===== config.mk =====
export PLATFORM = sky130hd
export DESIGN_NAME = matrix_keypad_scanner
export DESIGN_NICKNAME = d
export VERILOG_FILES = /design/src/design/mks_pkg.sv /design/src/design/mks_ctrl.sv /design/src/design/matrix_keypad_scanner.sv
export SDC_FILE = /design/constraint.sdc
export NUM_CORES = 1
export LEC_CHECK = 0
export BUFFER_PORTS_ARGS = -buffer_cell sky130_fd_sc_hd__buf_2
export CAP_MARGIN = 20
export CORE_ASPECT_RATIO = 1.5
export CORE_MARGIN = 2
export CORE_UTILIZATION = 58
export CTS_CLUSTER_DIAMETER = 50
export CTS_CLUSTER_SIZE = 12
export DETAILED_ROUTE_END_ITERATION = 16
export GPL_TIMING_DRIVEN = 0
export HOLD_SLACK_MARGIN = 0.15
export PLACE_DENSITY = 0.85
export SLEW_MARGIN = 5
export SYNTH_ARGS = -nofsm -noshare
export SYNTH_HDL_FRONTEND = slang
export SYNTH_HIERARCHICAL = 1
export SYNTH_SLANG_ARGS = --single-unit

===== constraint.sdc =====
create_clock -name clk -period 4.6 [get_ports clk]
set_input_delay 1.38 -clock clk [delete_from_list [all_inputs] [get_ports clk]]
set_output_delay 1.38 -clock clk [all_outputs]
set_load 0.005 [all_outputs]

===== src/design/mks_pkg.sv =====
// Shared types, constants and the key table for the matrix keypad scanner.
`default_nettype none

package mks_pkg;

  localparam logic [3:0]  ALL_HIGH       = 4'hF;
  localparam logic [3:0]  ROWS_ALL_LOW   = 4'h0;
  localparam logic [15:0] DEBOUNCE_RESET = 16'd10;
  localparam logic [7:0]  LED_RESET      = 8'hFF;

  // Row, then columns left to right.
  localparam logic [4:0] KEY_TABLE [4][4] = '{
    '{5'd1, 5'd2,  5'd3,  5'd4},
    '{5'd5, 5'd8,  5'd11, 5'd14},
    '{5'd6, 5'd9,  5'd12, 5'd15},
    '{5'd7, 5'd10, 5'd13, 5'd16}
  };

  typedef struct packed {
    logic [3:0] row_drive;
    logic       key_valid;
    logic [4:0] key_code;
    logic [7:0] led_pattern;
  } mks_res_t;

endpackage

`default_nettype wire


===== src/design/mks_ctrl.sv =====
// Scan sequencer: debounce, row scan, release wait and key decode.
`default_nettype none

module mks_ctrl (
  input  wire logic              clk,
  input  wire logic              rst_n,
  input  wire logic              step_en,
  input  wire logic [3:0]        col_sense,
  input  wire logic [15:0]       debounce_ticks,
  output mks_pkg::mks_res_t      res
);

  typedef enum logic [1:0] {
    PH_IDLE,
    PH_DEBOUNCE,
    PH_SCAN,
    PH_RELEASE
  } phase_t;

  phase_t      phase_r, phase_nxt;
  logic [15:0] wait_count_r, wait_count_nxt;
  logic [1:0]  scan_row_r, scan_row_nxt;
  logic [4:0]  held_code_r, held_code_nxt;
  logic [7:0]  led_hold_r, led_hold_nxt;
  logic        col_hit;
  logic [1:0]  col_idx;

  // Exactly one column low gives a usable column.
  always_comb begin
    col_hit = 1'b1;
    col_idx = 2'd0;
    case (col_sense)
      4'h7: col_idx = 2'd0;
      4'hB: col_idx = 2'd1;
      4'hD: col_idx = 2'd2;
      4'hE: col_idx = 2'd3;
      default: col_hit = 1'b0;
    endcase
  end

  always_comb begin
    phase_nxt      = phase_r;
    wait_count_nxt = wait_count_r;
    scan_row_nxt   = scan_row_r;
    held_code_nxt  = held_code_r;
    led_hold_nxt   = led_hold_r;
    res.row_drive  = mks_pkg::ROWS_ALL_LOW;
    res.key_valid  = 1'b0;
    res.key_code   = 5'd0;
    case (phase_r)
      PH_DEBOUNCE: begin
        if (wait_count_r != 16'd0) begin
          wait_count_nxt = wait_count_r - 16'd1;
        end else if (col_sense != mks_pkg::ALL_HIGH) begin
          phase_nxt     = PH_SCAN;
          scan_row_nxt  = 2'd0;
          held_code_nxt = 5'd0;
          res.row_drive = 4'hE;
        end else begin
          phase_nxt = PH_IDLE;
        end
      end
      PH_SCAN: begin
        // A later matching row overrides an earlier one.
        if (col_hit) begin
          held_code_nxt = mks_pkg::KEY_TABLE[scan_row_r][col_idx];
        end
        if (scan_row_r == 2'd3) begin
          phase_nxt    = PH_RELEASE;
          scan_row_nxt = 2'd0;
        end else begin
          scan_row_nxt  = scan_row_r + 2'd1;
          res.row_drive = ~(4'b0001 << (scan_row_r + 2'd1));
        end
      end
      PH_RELEASE: begin
        if (col_sense == mks_pkg::ALL_HIGH) begin
          res.key_valid = 1'b1;
          res.key_code  = held_code_r;
          led_hold_nxt  = ~{3'b000, held_code_r};
          phase_nxt     = PH_IDLE;
        end
      end
      default: begin
        if (col_sense != mks_pkg::ALL_HIGH) begin
          phase_nxt      = PH_DEBOUNCE;
          wait_count_nxt = debounce_ticks;
        end
      end
    endcase
    res.led_pattern = led_hold_nxt;
  end

  always_ff @(posedge clk) begin
    if (!rst_n) begin
      phase_r      <= PH_IDLE;
      wait_count_r <= 16'd0;
      scan_row_r   <= 2'd0;
      held_code_r  <= 5'd0;
      led_hold_r   <= mks_pkg::LED_RESET;
    end else if (step_en) begin
      phase_r      <= phase_nxt;
      wait_count_r <= wait_count_nxt;
      scan_row_r   <= scan_row_nxt;
      held_code_r  <= held_code_nxt;
      led_hold_r   <= led_hold_nxt;
    end
  end

endmodule

`default_nettype wire


===== src/design/matrix_keypad_scanner.sv =====
// Top level of the 4x4 matrix keypad scanner.
//
// Input channel (in_valid, in_stall, in_col_sense): one beat per scan tick,
// carrying the active-low column lines sampled under the last row pattern.
// Output channel (out_valid, out_stall, out_*): exactly one beat per input
// beat, in order: the row pattern to drive next tick, a key event flag with
// its code (1..16, or 0 when no single key matched), and the held LED value.
// Config channel (cfg_valid, cfg_ready, cfg_data): writes debounce_ticks;
// always ready, write it only while the scanner is idle.
// An input beat goes from the input register through the sequencer into the
// output register. Throughput is one beat per cycle while out_stall is low;
// the sequencer state update sets it.
// A stall on the output holds the output register; the input register keeps
// taking a beat while the output slot is free or draining, so in_stall rises
// only when both registers are full and out_stall is high.
// Reset (synchronous, active low) empties both registers, puts the sequencer
// in idle, sets debounce_ticks to 10 and the LED pattern to all ones.
`default_nettype none

module matrix_keypad_scanner (
  input  wire logic        clk,
  input  wire logic        rst_n,
  input  wire logic        in_valid,
  output      logic        in_stall,
  input  wire logic [3:0]  in_col_sense,
  output      logic        out_valid,
  input  wire logic        out_stall,
  output      logic [3:0]  out_row_drive,
  output      logic        out_key_valid,
  output      logic [4:0]  out_key_code,
  output      logic [7:0]  out_led_pattern,
  input  wire logic        cfg_valid,
  output      logic        cfg_ready,
  input  wire logic [15:0] cfg_data
);

  logic              in_vld_r;
  logic [3:0]        in_col_r;
  logic              out_vld_r;
  mks_pkg::mks_res_t out_res_r;
  mks_pkg::mks_res_t step_res;
  logic [15:0]       debounce_r;
  logic              out_free;
  logic              step_en;
  logic              in_take;

  assign cfg_ready = 1'b1;
  assign out_free  = !out_vld_r || !out_stall;
  assign step_en   = in_vld_r && out_free;
  assign in_stall  = in_vld_r && !out_free;
  assign in_take   = in_valid && !in_stall;

  mks_ctrl u_ctrl (
    .clk            (clk),
    .rst_n          (rst_n),
    .step_en        (step_en),
    .col_sense      (in_col_r),
    .debounce_ticks (debounce_r),
    .res            (step_res)
  );

  always_ff @(posedge clk) begin
    if (!rst_n) begin
      debounce_r <= mks_pkg::DEBOUNCE_RESET;
      in_vld_r   <= 1'b0;
      out_vld_r  <= 1'b0;
    end else begin
      if (cfg_valid && cfg_ready) begin
        debounce_r <= cfg_data;
      end
      if (in_take) begin
        in_vld_r <= 1'b1;
      end else if (out_free) begin
        in_vld_r <= 1'b0;
      end
      // Advance the output slot when it is free; hold it under stall.
      if (out_free) begin
        out_vld_r <= in_vld_r;
      end
    end
  end

  always_ff @(posedge clk) begin
    if (in_take) begin
      in_col_r <= in_col_sense;
    end
    if (step_en) begin
      out_res_r <= step_res;
    end
  end

  assign out_valid       = out_vld_r;
  assign out_row_drive   = out_res_r.row_drive;
  assign out_key_valid   = out_res_r.key_valid;
  assign out_key_code    = out_res_r.key_code;
  assign out_led_pattern = out_res_r.led_pattern;

endmodule

`default_nettype wire


==> impl_metrics.tcl, run 1 <==
set metrics [dict create \
    met2_usage 0.436 \
    cp_cell_sequence "buf_2 > and3_1 > buf_2" \
    synthCells 389 \
    die_y_um 102 \
    post-cts-setup-buffer-count 0 \
    globalRouteOverflowTotal 0 \
    wl_um 7940 \
    setup_tns_ns 0 \
    cts_tree "yes" \
    grt_usage 0.237 \
    io-pin-count 46 \
    area.sequential_mm2 0.00168 \
    rsz0062_at_grt "false" \
    postLayoutCoreUtil 0.694 \
    hpwl_um 5560 \
    nFillCells 492 \
    drive_gt1_frac 0.180 \
    grt_busiest_layer "met2" \
    synth_edf_count 22 \
    portBuffers 43 \
    grt_pass1_vias 3010 \
    cpPeakStageDelay_ns 0.20 \
    p_per_area_mw_per_mm2 365 \
    vias 3054 \
    power_mw 1.55 \
    cts.sinks 73 \
    syn2layout_area_growth_pct 15.6 \
    final_nets 481 \
    final.setup_skew_ns 0.0101 \
    synth_area_mm2 0.00368 \
    end_kind "output pin" \
    yosysUniqueCellTypes 56 \
    grt_util_met1 0.234 \
    clk_pin_slew_ns 0.08 \
    grt_use_met3 0.0507 \
    cpMostUsedCell "buf_2" \
    status "completed" \
    final_cell_mix "dfxtp_1 (51), nand2_1 (47), buf_2 (47)" \
    yosysWarnings 6 \
    drc 0 \
    antenna_found_initial 0 \
    cp_slowest_cell "and3_1" \
    firstDrtPassIters 5 \
    fmax_ghz 0.312 \
    worstMarginPinSlew_ns 0.649 \
    crit_fanout 3 \
    insertion_delay_ns 0.35 \
    peakVddDrop_mv 0.246 \
    syn_nets 426 \
    grt_first_pass_wirelength_um 13200 \
    ys_ff_latch 73 \
    viasPerCell 5.84 \
    leakage_nw 1.67 \
    period_share 0.697 \
    drv_cap 0 \
    synthArstFlopShare 0 \
    start_kind "input port" \
    synth_flop_cell "dfxtp_1" \
    die-area_mm2 0.00701 \
    ant_nets 0 \
    layout_commonest_cell "dfxtp_1" \
    worstPathRequired_ns 3.22 \
    wl_per_cell_um 15.2 \
    dr.first_iter.drc_count 238 \
    multiInputGateArea_mm2 0.00182 \
    ys_seq_area_frac 0.457 \
    grt_max_degree 20 \
    die_w_um 69.1 \
    place.gp.congestion 0.866 \
    worstHoldPathType "reg -> reg" \
    relSlewSlack 0.564 \
    avgSynthCellArea_um2 9.47 \
    fp-row-count 35 \
    cts_root_buf "clkbuf_8" \
    maxSlewViolCount 0 \
    setup_viol 0 \
    n_antenna_cell 0 \
    finalCriticalPeriod_ns 3.21 \
    clk_path_buf_depth 2 \
    coreArea_mm2 0.00613 \
    postCtsHoldBufs 0 \
    cts_max_level 3 \
    initial_core_util 0.601 \
    worstSetupPathType "in -> out" \
    worstPathArrival_ns 1.83 \
    hold_viol_final 0 \
    cts_made_buffers 9 \
    cts_resized 0 \
]
per-stage QoR:
| step | hold WS (ns) | std cells | setup slack [ns] | area (um^2) |
|---|---|---|---|---|
| after floorplan | 0.407 | 389 | 0.405 | 3680 |
| after detailed placement | 0.426 | 507 | 1.39 | 4010 |
| after global routing | 0.470 | 523 | 1.37 | 4260 |
| final | 0.448 | 523 | 1.39 | 4260 |
| after CTS | 0.451 | 523 | 1.39 | 4260 |
| after global placement | 0.421 | 506 | -0.482 | 3990 |
Yosys cell counts, types with 3 or more instances:
cell type  number  area [um^2]
o311a_1         3         30.0
nand4_1         3         18.8
dfxtp_1        51         1020
clkbuf_1       15         56.3
a21oi_1        18         90.1
nor2b_1        23          144
buf_1           4         15.0
o21ai_0        12         60.1
and3_1          8         50.1
nor2_1         32          120
o22ai_1         6         37.5
a21o_1          3         22.5
o211ai_1       12         90.1
nand3_1        10         50.1
mux2i_1        21          210
nand2_1        47          176
inv_1          12         45.0
or2_2           5         31.3
nor3_1          8         40.0
a21boi_0        5         37.5
edfxtp_1       22          661
nand3b_1        4         30.0
o2bb2ai_1       6         52.6
nand2b_1        4         25.0
buf_2           4         20.0
ha_1           12          150
a31oi_1         3         18.8
state kept, by name, summed over array words and instances, names as in the netlist, 2 cells and up, named ones only:
register / flops
u_ctrl/held_code_r: 5
out_row_drive: 4
u_ctrl/scan_row_r: 2
in_col_r: 4
u_ctrl/led_hold_r: 8
out_key_code: 5
debounce_r: 16
u_ctrl/wait_count_r: 16
out_led_pattern: 8
logic make-up (layout without fill, tap and decap cells):
group,count (synthesis),count (layout),share of synthesized area
buffers and inverters,39,99,0.0489
other,1,1,0.00102
flip-flops,73,73,0.457
AND/OR/NAND/NOR,157,157,0.227
multiplexers,21,21,0.0571
AO/OA/AOI/OAI,83,83,0.161
adder cells (fa/ha/maj),13,13,0.0435
XOR/XNOR,2,2,0.00476
final cells by class:
| class | count | share of cell area |
|---|---|---|
| inverter | 12 | 0.0106 |
| buffer | 27 | 0.0317 |
| tap | 74 | 0.0217 |
| multi-input combinational | 277 | 0.428 |
| clock buffer | 9 | 0.0291 |
| clock inverter | 7 | 0.0294 |
| sequential | 73 | 0.395 |
| timing repair buffer | 44 | 0.0541 |
report_power, final:
group	leakage [nW]	internal, mW	total, mW	switching [mW]
combinational	0.948	0.0940	0.232	0.138
sequential	0.601	0.685	0.703	0.0183
clock	0.125	0.367	0.619	0.252
total	1.67	1.15	1.55	0.408
worst max-delay path: cells and delay by family:
family,cells,cell delay (ns)
buffers and inverters,2,0.25
AND/OR/NAND/NOR,1,0.20
worst paths after layout:
check                               from                endpoint  slack [ns]  depth (start not counted)
setup reg to reg  u_ctrl/wait_count_r[2]  u_ctrl/wait_count_r[6]        2.34                          5
hold / removal      u_ctrl/led_hold_r[5]    u_ctrl/led_hold_r[5]        0.45                          1
setup / recovery               out_stall                in_stall        1.39                          3
hold reg to reg     u_ctrl/led_hold_r[5]    u_ctrl/led_hold_r[5]        0.45                          1
layer usage:
metal,wire length [um],vias up
met3,438,22
met4,231,0
met2,4230,131
met5,0,-
li1,-,1488
met1,3040,1413
(Power assumes the default switching activity.)
==> run 2: changes to the inputs <==
--- a/config.mk
+++ b/config.mk
@@ -9,13 +9,13 @@
 export CAP_MARGIN = 20
 export CORE_ASPECT_RATIO = 1.5
 export CORE_MARGIN = 2
-export CORE_UTILIZATION = 58
+export CORE_UTILIZATION = 52
 export CTS_CLUSTER_DIAMETER = 50
 export CTS_CLUSTER_SIZE = 12
 export DETAILED_ROUTE_END_ITERATION = 16
 export GPL_TIMING_DRIVEN = 0
 export HOLD_SLACK_MARGIN = 0.15
-export PLACE_DENSITY = 0.85
+export PLACE_DENSITY = 0.81
 export SLEW_MARGIN = 5
 export SYNTH_ARGS = -nofsm -noshare
 export SYNTH_HDL_FRONTEND = slang
==> constraint.sdc (replaced) <==
create_clock -name clk -period 2.8 [get_ports clk]
set_input_delay 0.84 -clock clk [delete_from_list [all_inputs] [get_ports clk]]
set_output_delay 0.84 -clock clk [all_outputs]
set_load 0.005 [all_outputs]
==> run 2 against run 1 <==
Effect of this change: global-route usage fell by 2.3 points; cell count rose by 0.76%; clock power rose by 59%; hold slack got worse by 0.0053 ns; critical path depth rose by 5; sequential share of layout area barely moved; die area rose by 11%; core utilization fell by 7.4 points; clock-buffer cell count rose by 2; largest power group unchanged; highest routed layer unchanged.
==> impl_metrics.tcl, run 2 (synthesis gave the netlist of run 1 again) <==
set metrics [dict create \
    status "completed" \
    grt_max_degree 24 \
    io-pin-count 46 \
    postCtsHoldBufs 0 \
    rsz0062_at_grt "false" \
    nFillCells 599 \
    reg_top3 "debounce_r: 16 flops, u_ctrl/wait_count_r: 16 flops" \
    setup_viol 0 \
    die-area_mm2 0.00778 \
    coreArea_mm2 0.00685 \
    viasPerCell 5.83 \
    cts_made_buffers 9 \
    leakage_nw 1.67 \
    r2r_slack_ns 0.61 \
    fmax_ghz 0.443 \
    worstPathArrival_ns 2.47 \
    start_kind "input port" \
    cts_tree "yes" \
    place.gp.congestion 0.910 \
    hpwl_um 5800 \
    wl_um 7930 \
    syn2layout_area_growth_pct 15.5 \
    antenna_found_initial 0 \
    period_share 0.807 \
    die_y_um 107 \
    grt_first_pass_wirelength_um 13000 \
    finalCriticalPeriod_ns 2.26 \
    relSlewSlack 0.590 \
    setup_tns_ns 0 \
    cts.sinks 73 \
    hold_viol_final 0 \
    portBuffers 43 \
    drive_gt1_frac 0.178 \
    maxSlewViolCount 0 \
    globalRouteOverflowTotal 0 \
    n_antenna_cell 0 \
    wl_per_cell_um 15.1 \
    postLayoutCoreUtil 0.621 \
    p_per_area_mw_per_mm2 592 \
    insertion_delay_ns 0.35 \
    cts_resized 0 \
    drc 0 \
    clk_path_buf_depth 2 \
    final_nets 481 \
    vias 3070 \
    fp-row-count 37 \
    die_w_um 72.7 \
    worstSetupPathType "in -> reg" \
    post-cts-setup-buffer-count 0 \
    peakVddDrop_mv 0.392 \
    final_cell_mix "dfxtp_1 (51), nand2_1 (47), buf_2 (47)" \
    initial_core_util 0.537 \
    final.setup_skew_ns 0.00742 \
    worstHoldPathType "reg -> reg" \
    end_kind "register" \
    worstPathRequired_ns 3.01 \
    placed_area_mm2 0.00400 \
    grt_pass1_vias 2939 \
    cts_max_level 3 \
    layout_commonest_cell "dfxtp_1" \
    firstDrtPassIters 7 \
    crit_fanout 18 \
    power_mw 2.52 \
    cts_root_buf "clkbuf_8" \
    dr.first_iter.drc_count 201 \
    grt_usage 0.213 \
    ant_nets 0 \
    stdcell_area_mm2 0.00425 \
    clk_pin_slew_ns 0.07 \
    worstMarginPinSlew_ns 0.611 \
    drv_cap 0 \
    place_ws_ns -0.228 \
    finalWorstSetupSlack_ns 0.541 \
]
run 2: stage by stage:
step                cells  hold slack, ns
floorplan             389           0.407
global placement      510           0.421
detailed placement    510           0.425
CTS                   526           0.446
global route          527           0.479
finish                527           0.442
run 2: power by group:
part | switching (mW) | internal, mW | leakage (nW)
combinational | 0.223 | 0.154 | 0.946
clock | 0.372 | 0.615 | 0.120
sequential | 0.0303 | 1.13 | 0.601
run 2: metal layers:
layer	up-vias	global-route usage	wire length [um]
met5	-	0	0
met4	0	0.112	218
met3	19	0.0367	407
met2	130	0.401	4330
met1	1422	0.216	2980
li1	1499	-	-
run 2: path summary, 6_finish.rpt:
check                           end              startpoint  cells past startpoint
max          u_ctrl/wait_count_r[6]               out_stall                      8
max reg2reg   u_ctrl/held_code_r[3]  u_ctrl/wait_count_r[2]                      5
min            u_ctrl/led_hold_r[7]    u_ctrl/led_hold_r[7]                      1
min reg2reg    u_ctrl/led_hold_r[7]    u_ctrl/led_hold_r[7]                      1
run 2: critical path, cell delays in order:
cell,delay (ns)
buf_2,0.12
a21boi_2,0.35
buf_6,0.26
o211ai_1,0.10
o21bai_2,0.25
buf_2,0.21
o211ai_1,0.22
o21ai_0,0.11
run 2: final cells by class:
type	count	area, um^2	share of cell area
Buffer	27	135	0.0318
Tap cell	78	97.6	0.0229
Clock inverter	5	103	0.0241
Multi-Input combinational cell	277	1820	0.429
Clock buffer	11	141	0.0332
Timing Repair Buffer	44	226	0.0532
Inverter	12	45.0	0.0106
Sequential cell	73	1680	0.395
==> run 3: changes to the inputs <==
--- a/config.mk
+++ b/config.mk
@@ -5,17 +5,18 @@
 export SDC_FILE = /design/constraint.sdc
 export NUM_CORES = 1
 export LEC_CHECK = 0
+export ABC_AREA = 1
 export BUFFER_PORTS_ARGS = -buffer_cell sky130_fd_sc_hd__buf_2
 export CAP_MARGIN = 20
 export CORE_ASPECT_RATIO = 1.5
 export CORE_MARGIN = 2
-export CORE_UTILIZATION = 52
+export CORE_UTILIZATION = 58
 export CTS_CLUSTER_DIAMETER = 50
 export CTS_CLUSTER_SIZE = 12
 export DETAILED_ROUTE_END_ITERATION = 16
 export GPL_TIMING_DRIVEN = 0
 export HOLD_SLACK_MARGIN = 0.15
-export PLACE_DENSITY = 0.81
+export PLACE_DENSITY = 0.85
 export SLEW_MARGIN = 5
 export SYNTH_ARGS = -nofsm -noshare
 export SYNTH_HDL_FRONTEND = slang
==> constraint.sdc (replaced) <==
create_clock -name clk -period 2.3 [get_ports clk]
set_input_delay 0.69 -clock clk [delete_from_list [all_inputs] [get_ports clk]]
set_output_delay 0.69 -clock clk [all_outputs]
set_load 0.005 [all_outputs]
==> run 3 against run 2 <==
Effect of this change: design area rose by 2.7%; core utilization increased by 5.8 points; synthesized cell count grew 29%; sequential share of layout area shrank 1.1 points; sequential cell count is the same; wire length up 6.2%; clock-buffer cell count down 2; critical endpoint is now u_ctrl/wait_count_r[8]; largest cell class unchanged; largest power group unchanged.
==> impl_metrics.tcl, run 3 <==
set metrics [dict create \
    end_kind "register" \
    ys_seq_area_frac 0.442 \
    yosys-top-cells-area "dfxtp_1 (27%), edfxtp_1 (17%), nand2_1 (13%), nor2_1 (7.8%), inv_1 (4.8%)" \
    reg2reg_to "u_ctrl/wait_count_r[8]" \
    firstDrtPassIters 5 \
    cp_cell_sequence "buf_2 > a21oi_4 > inv_1 > nor3_4 > a21boi_2 > buf_4 > nand2_1 > a21oi_2" \
    yosysWarnings 6 \
    setup_viol 0 \
    hold_viol_final 0 \
    antenna_found_initial 0 \
    final.setup_skew_ns 0.00918 \
    clk_pin_slew_ns 0.08 \
    die_w_um 70.2 \
    finalCriticalPeriod_ns 2.02 \
    synth_area_mm2 0.00381 \
    final_cell_mix "nand2_1 (130), nor2_1 (79), dfxtp_1 (51)" \
    grt_first_pass_wirelength_um 13500 \
    hold_start "u_ctrl/led_hold_r[6]" \
    coreArea_mm2 0.00644 \
    area.sequential_mm2 0.00168 \
    whs_endpoint "u_ctrl/led_hold_r[6]" \
    fmax_ghz 0.494 \
    relSlewSlack 0.490 \
    worstPathRequired_ns 2.59 \
    drc 0 \
    synth_edf_count 22 \
    cpPeakStageDelay_ns 0.37 \
    syn_nets 538 \
    clk_path_buf_depth 2 \
    vias 3394 \
    dr.first_iter.drc_count 219 \
    postCtsHoldBufs 0 \
    worstPathArrival_ns 2.32 \
    postLayoutCoreUtil 0.679 \
    rsz0062_at_grt "false" \
    ant_nets 0 \
    status "completed" \
    cts_tree "yes" \
    worstHoldPathType "reg -> reg" \
    netlist.area_leader.share 0.268 \
    placed_area_mm2 0.00414 \
    insertion_delay_ns 0.36 \
    die-area_mm2 0.00724 \
    yosysUniqueCellTypes 35 \
    crit_path_start "out_stall" \
    globalRouteOverflowTotal 0 \
    peakVddDrop_mv 0.551 \
    layout_commonest_cell "nand2_1" \
    die_y_um 103 \
    wl_per_cell_um 13.2 \
    io-pin-count 46 \
    yosysTopAreaCell "dfxtp_1" \
    cts_root_buf "clkbuf_8" \
    cp_slowest_cell "a21oi_4" \
    hold_depth 2 \
    reg_top3 "debounce_r: 16 flops, u_ctrl/wait_count_r: 16 flops" \
    grt_usage 0.238 \
    worstMarginPinSlew_ns 0.765 \
    wl_um 8420 \
    synthCells 501 \
    crit_fanout 11 \
    n_antenna_cell 0 \
    ys_ff_latch 73 \
    r2r_slack_ns 0.31 \
    rr_worst_depth 7 \
    drv_cap 0 \
    start_kind "input port" \
    post-cts-setup-buffer-count 0 \
    synth_flop_cell "dfxtp_1" \
    hpwl_um 6100 \
    grt_max_degree 22 \
    maxSlewViolCount 0 \
    cts_made_buffers 9 \
    stdcell_area_mm2 0.00437 \
    syn2layout_area_growth_pct 14.8 \
    nFillCells 540 \
    multiInputGateArea_mm2 0.00184 \
    worstSetupPathType "in -> reg" \
    place.gp.congestion 0.929 \
    regToRegStartpoint "out_valid" \
    initial_core_util 0.591 \
    synthArstFlopShare 0 \
    cts_max_level 3 \
    avgSynthCellArea_um2 7.60 \
    period_share 0.879 \
    p_per_area_mw_per_mm2 720 \
    fp-row-count 36 \
    final_nets 594 \
    yosysMostFrequentCell "nand2_1" \
    viasPerCell 5.32 \
    grt_pass1_vias 3228 \
    synthTopCellsByCount "nand2_1 (130), nor2_1 (79), dfxtp_1 (51)" \
    portBuffers 44 \
    drive_gt1_frac 0.205 \
    leakage_nw 2.04 \
    cts.sinks 73 \
]
## run 3: per-stage QoR
stage               power (mW)  worst slack [ns]  setup TNS [ns]  hold slack, ns  cells
floorplan                 1.88             0.174               0           0.414    501
global placement          2.00            -0.278           -3.29           0.424    621
detailed placement        2.02            -0.314           -4.11           0.443    621
CTS                       3.15            0.0719               0           0.463    637
global route              3.30             0.158               0           0.475    638
finish                    3.14             0.278               0           0.459    638
## run 3: worst max path at each step
stage,to,slack (ns),cells past startpoint
after floorplan,u_ctrl/wait_count_r[10],0.17,7
after global placement,u_ctrl/wait_count_r[6],-0.28,8
after detailed placement,u_ctrl/wait_count_r[7],-0.31,8
after CTS,u_ctrl/wait_count_r[8],0.07,8
after global routing,u_ctrl/wait_count_r[11],0.16,8
final,u_ctrl/wait_count_r[8],0.28,8
## run 3: final cells by class
type	count	area share
clock buffer	9	0.0283
timing repair buffer	44	0.0504
clock inverter	7	0.0235
sequential	73	0.385
inverter	53	0.0455
tap	76	0.0218
buffer	15	0.0238
multi-input combinational	361	0.422
## run 3: repair_timing
action                                  4_1_cts  5_1_grt
hold endpoints to repair                      0        0
resized for setup                             0        0
endpoints found under the setup margin        0       10
## run 3: routing by layer
layer	track usage	vias up	part of all wire
li1	-	1710	-
met1	0.218	1519	0.35
met2	0.481	131	0.55
met3	0.0504	34	0.050
met4	0.132	0	0.045
met5	0	-	0
## run 3: critical path: cells and delay by family
kind            cells  cell delay (ns)
compound gates      3             0.77
buf+inv             3             0.53
simple gates        2             0.32
## run 3: logic make-up (layout without fill, tap and decap cells)
group	after synthesis	after routing	share of synthesized area
simple gates	274	274	0.319
flops	73	73	0.442
compound gates	68	69	0.108
buf+inv	68	128	0.0795
fa+ha+maj	12	12	0.0394
xor+xnor	4	4	0.00920
other cells	1	1	0.000985
mux	1	1	0.00263
## run 3: report_power, final
group	switching [mW]	total [mW]	internal [mW]
Combinational	0.375	0.580	0.206
Clock	0.514	1.14	0.621
Sequential	0.0464	1.43	1.38
Total	0.935	3.14	2.21
